==> src/rtl/core/crcw_pkg.sv <==
// ----------------------------------------------------------------------------
// crcw_pkg
// Shared types and constants for the word-style byte-stream CRC-32 unit:
// beat structs and the column table of the 32-step polynomial shift.
// ----------------------------------------------------------------------------
package crcw_pkg;

	localparam int unsigned CRC_W     = 32;
	localparam int unsigned BYTE_W    = 8;
	localparam logic [CRC_W-1:0] CRC_POLY     = 32'h04C1_1DB7;
	localparam logic [CRC_W-1:0] CRC_TOP_BIT  = 32'h8000_0000;
	localparam logic [CRC_W-1:0] CRC_ALL_ONES = 32'hFFFF_FFFF;

	// input beat
	typedef struct packed {
		logic [BYTE_W-1:0] data_byte;
		logic              start_req;
		logic              last_byte;
	} in_beat_t;

	// result beat
	typedef struct packed {
		logic [CRC_W-1:0] crc;
		logic             is_final;
	} out_beat_t;

	typedef logic [CRC_W-1:0] crc_cols_t [CRC_W];

	// image of each unit vector after 32 shift steps; evaluated on constants only
	function automatic crc_cols_t crc_gen_cols();
		crc_cols_t cols;
		logic [CRC_W-1:0] v;
		for (int i = 0; i < CRC_W; i++) begin
			v = CRC_W'(1) << i;
			for (int k = 0; k < CRC_W; k++) begin
				if ((v & CRC_TOP_BIT) != '0) begin
					v = (v << 1) ^ CRC_POLY;
				end else begin
					v = v << 1;
				end
			end
			cols[i] = v;
		end
		return cols;
	endfunction

	localparam crc_cols_t CRC_COLS = crc_gen_cols();

endpackage

==> src/rtl/core/crcw_calc.sv <==
// ----------------------------------------------------------------------------
// crcw_calc
// Combinational CRC update: picks the base value, folds in the byte and
// applies the 32-step shift as one flat xor network over table columns.
// ----------------------------------------------------------------------------
module crcw_calc
(
	input  crcw_pkg::in_beat_t          beat,
	input  logic [crcw_pkg::CRC_W-1:0]  init_value,
	input  logic [crcw_pkg::CRC_W-1:0]  running_crc,
	output logic [crcw_pkg::CRC_W-1:0]  crc
);
	import crcw_pkg::*;

	logic [CRC_W-1:0] base;
	logic [CRC_W-1:0] word;

	// base select and byte fold
	always_comb begin
		base = beat.start_req ? init_value : running_crc;
		word = base ^ CRC_W'(beat.data_byte);
	end

	// linear map: xor of the columns picked by the set bits
	always_comb begin
		crc = '0;
		for (int i = 0; i < CRC_W; i++) begin
			if (word[i]) begin
				crc = crc ^ CRC_COLS[i];
			end
		end
	end

endmodule

==> src/rtl/core/crc32_word_style_byte_stream_unit.sv <==
// ----------------------------------------------------------------------------
// crc32_word_style_byte_stream_unit
// Running CRC-32 (poly 04C11DB7, msb first, no reflection, no final xor)
// over a byte stream, each byte absorbed as a zero-extended 32-bit word.
// ----------------------------------------------------------------------------
// usage:
//   in  channel: one byte per beat with start_req (reload init value first)
//       and last_byte (echoed back as is_final)
//   out channel: one beat per input beat carrying the updated crc
//   cfg channel: writes init_value, always ready; the new value is used by
//       later start requests only and leaves the running crc untouched
// path: input accept loads the input register, then the xor network feeds
//   the result register, whose output is the result beat
// throughput: one byte per cycle while out_ready stays high; the running crc
//   is updated as a beat moves from the input register to the result
//   register, so consecutive beats chain without bubbles
// reset: init value and running crc become all ones, both stages empty
// stall: while out_ready is low the result register holds; the input
//   register still takes one more beat, then in_ready drops until the
//   result is taken
// ----------------------------------------------------------------------------
module crc32_word_style_byte_stream_unit
(
	input  logic                        clk,
	input  logic                        arst_n,
	input  logic                        in_valid,
	output logic                        in_ready,
	input  crcw_pkg::in_beat_t          in_data,
	output logic                        out_valid,
	input  logic                        out_ready,
	output crcw_pkg::out_beat_t         out_data,
	input  logic                        cfg_valid,
	output logic                        cfg_ready,
	input  logic [crcw_pkg::CRC_W-1:0]  cfg_data
);
	import crcw_pkg::*;

	in_beat_t         in_s1;
	logic             vld_s1;
	out_beat_t        out_s2;
	logic             vld_s2;
	logic [CRC_W-1:0] init_value_q;
	logic [CRC_W-1:0] running_crc_q;
	logic [CRC_W-1:0] crc_next;
	logic             load_s2;
	logic             adv_s1;
	logic             load_s1;

	// handshake control
	always_comb begin
		load_s2   = !vld_s2 || out_ready;
		adv_s1    = vld_s1 && load_s2;
		in_ready  = !vld_s1 || load_s2;
		load_s1   = in_valid && in_ready;
		cfg_ready = 1'b1;
	end

	// crc update network
	crcw_calc u_calc (
		.beat        (in_s1),
		.init_value  (init_value_q),
		.running_crc (running_crc_q),
		.crc         (crc_next)
	);

	// config register and running crc
	always_ff @(posedge clk or negedge arst_n) begin
		if (!arst_n) begin
			init_value_q  <= CRC_ALL_ONES;
			running_crc_q <= CRC_ALL_ONES;
		end else begin
			if (cfg_valid && cfg_ready) begin
				init_value_q <= cfg_data;
			end
			if (adv_s1) begin
				running_crc_q <= crc_next;
			end
		end
	end

	// stage valid flags
	always_ff @(posedge clk or negedge arst_n) begin
		if (!arst_n) begin
			vld_s1 <= 1'b0;
			vld_s2 <= 1'b0;
		end else begin
			if (in_ready) begin
				vld_s1 <= in_valid;
			end
			if (load_s2) begin
				vld_s2 <= vld_s1;
			end
		end
	end

	// payload registers
	always_ff @(posedge clk) begin
		if (load_s1) begin
			in_s1 <= in_data;
		end
		if (adv_s1) begin
			out_s2.crc      <= crc_next;
			out_s2.is_final <= in_s1.last_byte;
		end
	end

	assign out_valid = vld_s2;
	assign out_data  = out_s2;

endmodule
==> config.mk <==
export PLATFORM = sky130hd
export DESIGN_NAME = crc32_word_style_byte_stream_unit
export DESIGN_NICKNAME = d
export VERILOG_FILES = /design/src/rtl/core/crcw_pkg.sv /design/src/rtl/core/crcw_calc.sv /design/src/rtl/core/crc32_word_style_byte_stream_unit.sv
export SDC_FILE = /design/constraint.sdc
export NUM_CORES = 1
export LEC_CHECK = 0
export BUFFER_PORTS_ARGS = -buffer_cell sky130_fd_sc_hd__buf_2
export CAP_MARGIN = 25
export CORE_ASPECT_RATIO = 0.7
export CORE_UTILIZATION = 60
export CTS_CLUSTER_DIAMETER = 100
export DETAILED_ROUTE_END_ITERATION = 8
export GPL_TIMING_DRIVEN = 0
export HOLD_SLACK_MARGIN = 0.1
export PLACE_DENSITY = 0.89
export SLEW_MARGIN = 20
export SYNTH_ARGS = -nofsm -noshare
export SYNTH_HDL_FRONTEND = slang
export SYNTH_HIERARCHICAL = 1
export SYNTH_SLANG_ARGS = --single-unit
==> constraint.sdc <==
create_clock -name clk -period 3.1 [get_ports clk]
set_clock_uncertainty 0.2 [all_clocks]
set_input_delay 0.31 -clock clk [delete_from_list [all_inputs] [get_ports clk]]
set_output_delay 0.31 -clock clk [all_outputs]
set_load 0.03 [all_outputs]
==> impl_metrics.csv, run 1 <==
group,metric,value,unit
outcome,status,"finished clean",
worst_setup_path,crit_fanout,10,
global_routing,grt.overflow.total,0,
hold_path,min-delay-start,"cfg_valid",
sta,finalCritPeriodShare,0.978,
clocking,cts_sinks,109,
final_layout,area_growth,21.6,%
sta,drv_slew,0,
clocking,cts_tree,"yes",
worst_setup_path,r2r-start,"in_s1[1]$_DFFE_PP_",
sta,setup_viol,0,
synth,syn_inst,523,
sta,rsz0062_at_grt,"no",
worst_setup_path,crit_chain,"buf_8 > mux2i_1 > xnor2_4 > xor2_2 > xnor3_1 > xnor2_1 > mux2_4",
drt,avgRoutedWirePerCell,25.2,µm
drt,via_per_inst,5.65,
clocking,cts-htree-levels,3,
floorplanning,start_util,0.629,
drt,dr_wl_met2,9230,µm
worst_setup_path,crit_arrival,3130,ps
worst_setup_path,required,3190,ps
drt,wl_met1,9640,µm
synth,avgSynthCellArea,14.4,µm²
synth,synth.distinct_cells,30,
synth,syn_nets,570,
floorplanning,die_width,136,µm
synth,syn_area,7530,µm²
run,drv_cap,0,
floorplanning,core,12000,µm²
global_routing,grt_usage,0.339,
drt,first_pass_iters,4,
drt,met3_length,1640,µm
placed_design,io_buffer_count,80,
final_layout,layout_commonest_cell,"xnor2_1",
drt,antenna_left,0,
clocking,clockBufferDepth,2,
worst_setup_path,reg2regPathDepth,7,
global_routing,grt_pass1_wl,30000,µm
final_layout,final_util,0.765,
drt,drc_errors,0,
floorplanning,pin_count,83,
sta,relSlewSlack,0.452,
floorplanning,rows,33,
global_routing,first_global_vias,4684,
final_layout,antennaDiodeCount,0,
sta,fin_tns_setup,0,ps
global_routing,grt_max_degree,38,
clocking,cts_buffers,9,
sta,hold_viol_final,0,
sta,fmax,0.330,GHz
drt,num_vias,4657,
synth,synth-seq-cells,109,
hold_path,holdPathEnd,"init_value_q[25]$_DFFE_PN1P_",
sta,worst_pin_slew,822,ps
final_layout,drive_gt1_frac,0.432,
worst_setup_path,end_kind,"flop",
worst_setup_path,crit_type,"flop to flop",
placed_design,hpwlAfterDp,15500,µm
worst_setup_path,max_stage_delay,480,ps
drt,drt_iter0_drc,365,
clocking,root_buffer,"clkbuf_16",
worst_setup_path,slowest_stage,"xnor3_1",
final_layout,layout_common_cells,"xnor2_1 (118), buf_2 (83), xor2_1 (83)",
drt,routed.top_layer,"met4",
clocking,clock_latency,350,ps
floorplanning,fp.dieArea,13000,µm²
final_layout,final_area,9160,µm²
drt,wl,20800,µm
worst_setup_path,regToRegSetupSlack,70,ps
placed_design,gp_congestion,1.00,
worst_setup_path,worstSetupStartpointType,"flop",
hold_path,holdPathStages,2,
sta,post-route-min-period,3030,ps
worst_setup_path,timing.rr.end,"running_crc_q[29]$_DFFE_PN1P_",
final_layout,layout.nets,709,
synth,yosysSeqAreaShare,0.401,
floorplanning,fp.dieH,95.7,µm
hold_path,hold_class,"input port to flop",
clocking,clk_pin_slew_worst_paths,80,ps
synth,ys.warnings.count,6,
global_routing,antenna_found_initial,0,
placed_design,placed_cell_area,8150,µm²
[cells in the mapped netlist]
cell,count,share of area
and2_1,1,0.00083
buf_1,7,0.0035
buf_2,4,0.0027
buf_4,3,0.0030
buf_6,7,0.010
clkbuf_1,2,0.0010
clkbuf_2,2,0.0013
conb_1,1,0.00050
dfrtp_1,2,0.0066
dfstp_2,64,0.22
edfxtp_1,43,0.17
inv_1,1,0.00050
mux2_1,2,0.0030
mux2_2,34,0.051
mux2_4,29,0.058
mux2i_1,58,0.077
mux2i_2,5,0.0091
nand2_1,1,0.00050
nand2_4,1,0.0015
nand2b_1,2,0.0017
nand2b_4,1,0.0018
nand3b_1,1,0.0010
o21ai_0,1,0.00066
xnor2_1,121,0.14
xnor2_2,4,0.0086
xnor2_4,3,0.011
xnor3_1,32,0.096
xor2_1,86,0.10
xor2_2,2,0.0043
xor3_1,3,0.0095
[sequential cells by signal (all words and copies together) (netlist names)]
| register | count |
|---|---|
| out_data | 33 |
| vld_s1 | 1 |
| init_value_q | 32 |
| out_valid | 1 |
| in_s1 | 10 |
| running_crc_q | 32 |
[per-stage QoR]
step | instances | hold slack, ps | setup WS (ps)
final | 824 | 180 | 68.1
after CTS | 823 | 148 | -37.5
after detailed placement | 761 | 67.1 | -276
after floorplan | 523 | -186 | 410
after global routing | 824 | 169 | 14.7
after global placement | 760 | 202 | -274
[how the worst max path moves through the flow]
stage,from,end,slack (ps),depth (start not counted)
after floorplan,in_s1[1]$_DFFE_PP_,running_crc_q[11]$_DFFE_PN1P_,410,7
after global placement,in_s1[1]$_DFFE_PP_,running_crc_q[4]$_DFFE_PN1P_,-270,7
after detailed placement,in_s1[1]$_DFFE_PP_,running_crc_q[4]$_DFFE_PN1P_,-280,7
after CTS,in_s1[1]$_DFFE_PP_,running_crc_q[13]$_DFFE_PN1P_,-40,6
after global routing,in_s1[1]$_DFFE_PP_,running_crc_q[4]$_DFFE_PN1P_,10,9
final,in_s1[1]$_DFFE_PP_,running_crc_q[29]$_DFFE_PN1P_,70,7
[routing by layer]
layer  track usage  vias up
met5             0        -
met4        0.0759        0
met3        0.0690       24
met2         0.520      212
met1         0.498     2365
li1              -     2056
[repair_timing]
action | CTS | global route
gates resized for setup | 40 | 8
hold buffers | 45 | 0
gates cloned | 0 | 0
buffers inserted | 2 | 1
pin swaps | 0 | 2
hold endpoints to repair | 73 | 0
endpoints found under the setup margin | 46 | 37
[critical path, delay by kind of cell (launching register included)]
family,cells,cell delay (ps)
flip-flops,1,390
buffers and inverters,1,210
multiplexers,2,660
XOR/XNOR,4,1510
[logic make-up (layout without fill, tap and decap cells)]
family,Yosys count,in the layout,share of synthesized area
buf+inv,26,170,0.0224
xor+xnor,251,251,0.370
flops,109,109,0.401
compound gates,1,1,0.000664
other cells,1,1,0.000498
mux,128,128,0.198
simple gates,7,7,0.00731
[final cells by class]
cell class | instances | area [µm²]
fill | 736 | 2820
sequential | 109 | 3020
clock buffer | 10 | 229
timing repair buffer | 129 | 896
inverter | 1 | 3.75
buffer | 24 | 184
tap | 157 | 196
clock inverter | 6 | 46.3
multi-input combinational | 388 | 4580
Power of run 1 is left out: the tool's default activity adds up to more than one toggle a clock period on the data nets, which glitch-free logic cannot reach.
==> inputs of run 2 (changes only) <==
--- a/config.mk
+++ b/config.mk
@@ -13,7 +13,7 @@
 export DETAILED_ROUTE_END_ITERATION = 8
 export GPL_TIMING_DRIVEN = 0
 export HOLD_SLACK_MARGIN = 0.1
-export PLACE_DENSITY = 0.89
+export PLACE_DENSITY_LB_ADDON = 0.25
 export SLEW_MARGIN = 20
 export SYNTH_ARGS = -nofsm -noshare
 export SYNTH_HDL_FRONTEND = slang
==> run 2 against run 1 <==
Net effect: critical path depth is 2 higher; maximum frequency shrank 1.5%; utilization is 1.6 points higher; sequential cell count stayed put; largest cell class unchanged.
==> impl_metrics.csv, run 2 (synthesis gave the netlist of run 1 again) <==
group,metric,value,unit
floorplanning,core,12000,µm²
final_layout,largest_reg_flops,33,
floorplanning,rows,33,
drt,via_per_inst,5.61,
worst_setup_path,end_kind,"flop",
clocking,clock_latency,360,ps
floorplanning,die_width,136,µm
clocking,root_buffer,"clkbuf_16",
hold_path,hold_class,"input port to flop",
global_routing,grt_usage,0.338,
sta,worst_pin_slew,832,ps
global_routing,grt.overflow.total,0,
final_layout,n_fill_cell,738,
drt,antenna_left,0,
floorplanning,fp.dieArea,13000,µm²
sta,fmax,0.325,GHz
final_layout,antennaDiodeCount,0,
sta,post-route-min-period,3080,ps
placed_design,placed_cell_area,8150,µm²
worst_setup_path,worstSetupStartpointType,"flop",
global_routing,grt-busiest-layer,"met1",
clocking,clk_pin_slew_worst_paths,80,ps
placed_design,hpwlAfterDp,15200,µm
floorplanning,pin_count,83,
worst_setup_path,crit_arrival,3160,ps
sta,finalCritPeriodShare,0.993,
final_layout,layout.nets,715,
drt,drc_errors,0,
sta,drv_slew,0,
drt,num_vias,4656,
global_routing,use_met1,0.504,
worst_setup_path,crit_fanout,10,
floorplanning,start_util,0.629,
drt,avgRoutedWirePerCell,25.1,µm
global_routing,globalRouteMet2Util,0.502,
sta,relSlewSlack,0.444,
drt,first_pass_iters,5,
placed_design,gp_congestion,0.948,
run,drv_cap,0,
final_layout,multi_input_area,4720,µm²
outcome,status,"finished clean",
clocking,clockBufferDepth,2,
clocking,cts-htree-levels,3,
final_layout,area_growth,24.2,%
worst_setup_path,crit_type,"flop to flop",
final_layout,drive_gt1_frac,0.462,
drt,wl,20900,µm
clocking,cts_sinks,109,
worst_setup_path,required,3180,ps
clocking,cts_buffers,9,
sta,rsz0062_at_grt,"yes",
final_layout,final_area,9350,µm²
final_layout,regArea,3020,µm²
global_routing,grt_max_degree,35,
drt,drt_iter0_drc,357,
final_layout,layout_common_cells,"xnor2_1 (114), buf_2 (82), xor2_1 (79)",
clocking,cts_tree,"yes",
floorplanning,fp.dieH,95.7,µm
sta,hold_viol_final,0,
global_routing,first_global_vias,4647,
placed_design,io_buffer_count,80,
global_routing,grt_pass1_wl,30100,µm
global_routing,antenna_found_initial,0,
final_layout,layout_commonest_cell,"xnor2_1",
sta,setup_viol,0,
global_routing,use_met3,0.0821,
## run 2: changes by cell type in the layout (fill, tap and decap cells not counted), moves of 4 or more
cell	delta
mux2i_1	-6
mux2i_4	+7
xnor2_1	-4
xor2_2	+6
buf_4	+5
xor2_1	-4
## run 2: timing repair
item,CTS,global route
resized for setup,29,41
hold endpoints to repair,76,0
setup buffers,1,8
setup endpoints to repair,47,48
pin swaps,1,3
hold buffers,46,0
## run 2: path summary, 6_finish.rpt
kind                                    start                            end  slack (ps)  cells after the start
min                                 cfg_valid   init_value_q[25]$_DFFE_PN1P_         150                      2
min reg2reg                in_s1[0]$_DFFE_PP_          out_data[0]$_DFFE_PP_         230                      0
max                        in_s1[1]$_DFFE_PP_   running_crc_q[8]$_DFFE_PN1P_          20                      9
max in group asynchronous              arst_n  running_crc_q[22]$_DFFE_PN1P_        1850                      3
max reg2reg                in_s1[1]$_DFFE_PP_   running_crc_q[8]$_DFFE_PN1P_          20                      9
min in group asynchronous              arst_n          out_valid$_DFFE_PN0P_         260                      2
## run 2: cell type report
type | count | area share
clock inverters | 7 | 0.00602
repair buffers | 136 | 0.102
plain buffers | 23 | 0.0195
well taps | 157 | 0.0210
clock buffers | 9 | 0.0241
flip-flops and latches | 109 | 0.323
inverters | 1 | 0.000401
multi-input cells | 388 | 0.504
## run 2: critical path, stage by stage (launching register included)
cell and delay, ps:
edfxtp_1 420, buf_8 230, buf_8 230, buf_8 230
buf_6 250, mux2i_1 320, xnor2_1 220, xnor3_2 440
xnor2_2 170, mux2_4 280
## run 2: layer usage
metal | wire, µm | up-vias | share of wire
met2 | 9160 | 182 | 0.44
met4 | 291 | 0 | 0.014
met3 | 1600 | 22 | 0.076
met1 | 9830 | 2388 | 0.47
li1 | - | 2064 | -
met5 | 0 | - | 0
## run 2: metrics by stage
| stage | instances | hold WS, ps | setup slack, ps | TNS, ps | util |
|---|---|---|---|---|---|
| after floorplan | 523 | -186 | 410 | 0 | - |
| after global routing | 830 | 137 | -26.5 | -94.0 | 0.781 |
| after global placement | 760 | 200 | -311 | -3520 | 0.679 |
| after CTS | 824 | 133 | -161 | -1440 | 0.757 |
| after detailed placement | 761 | 96.3 | -317 | -4290 | 0.681 |
| final | 830 | 151 | 21.4 | 0 | 0.781 |
Power of run 2 is left out for the same reason.
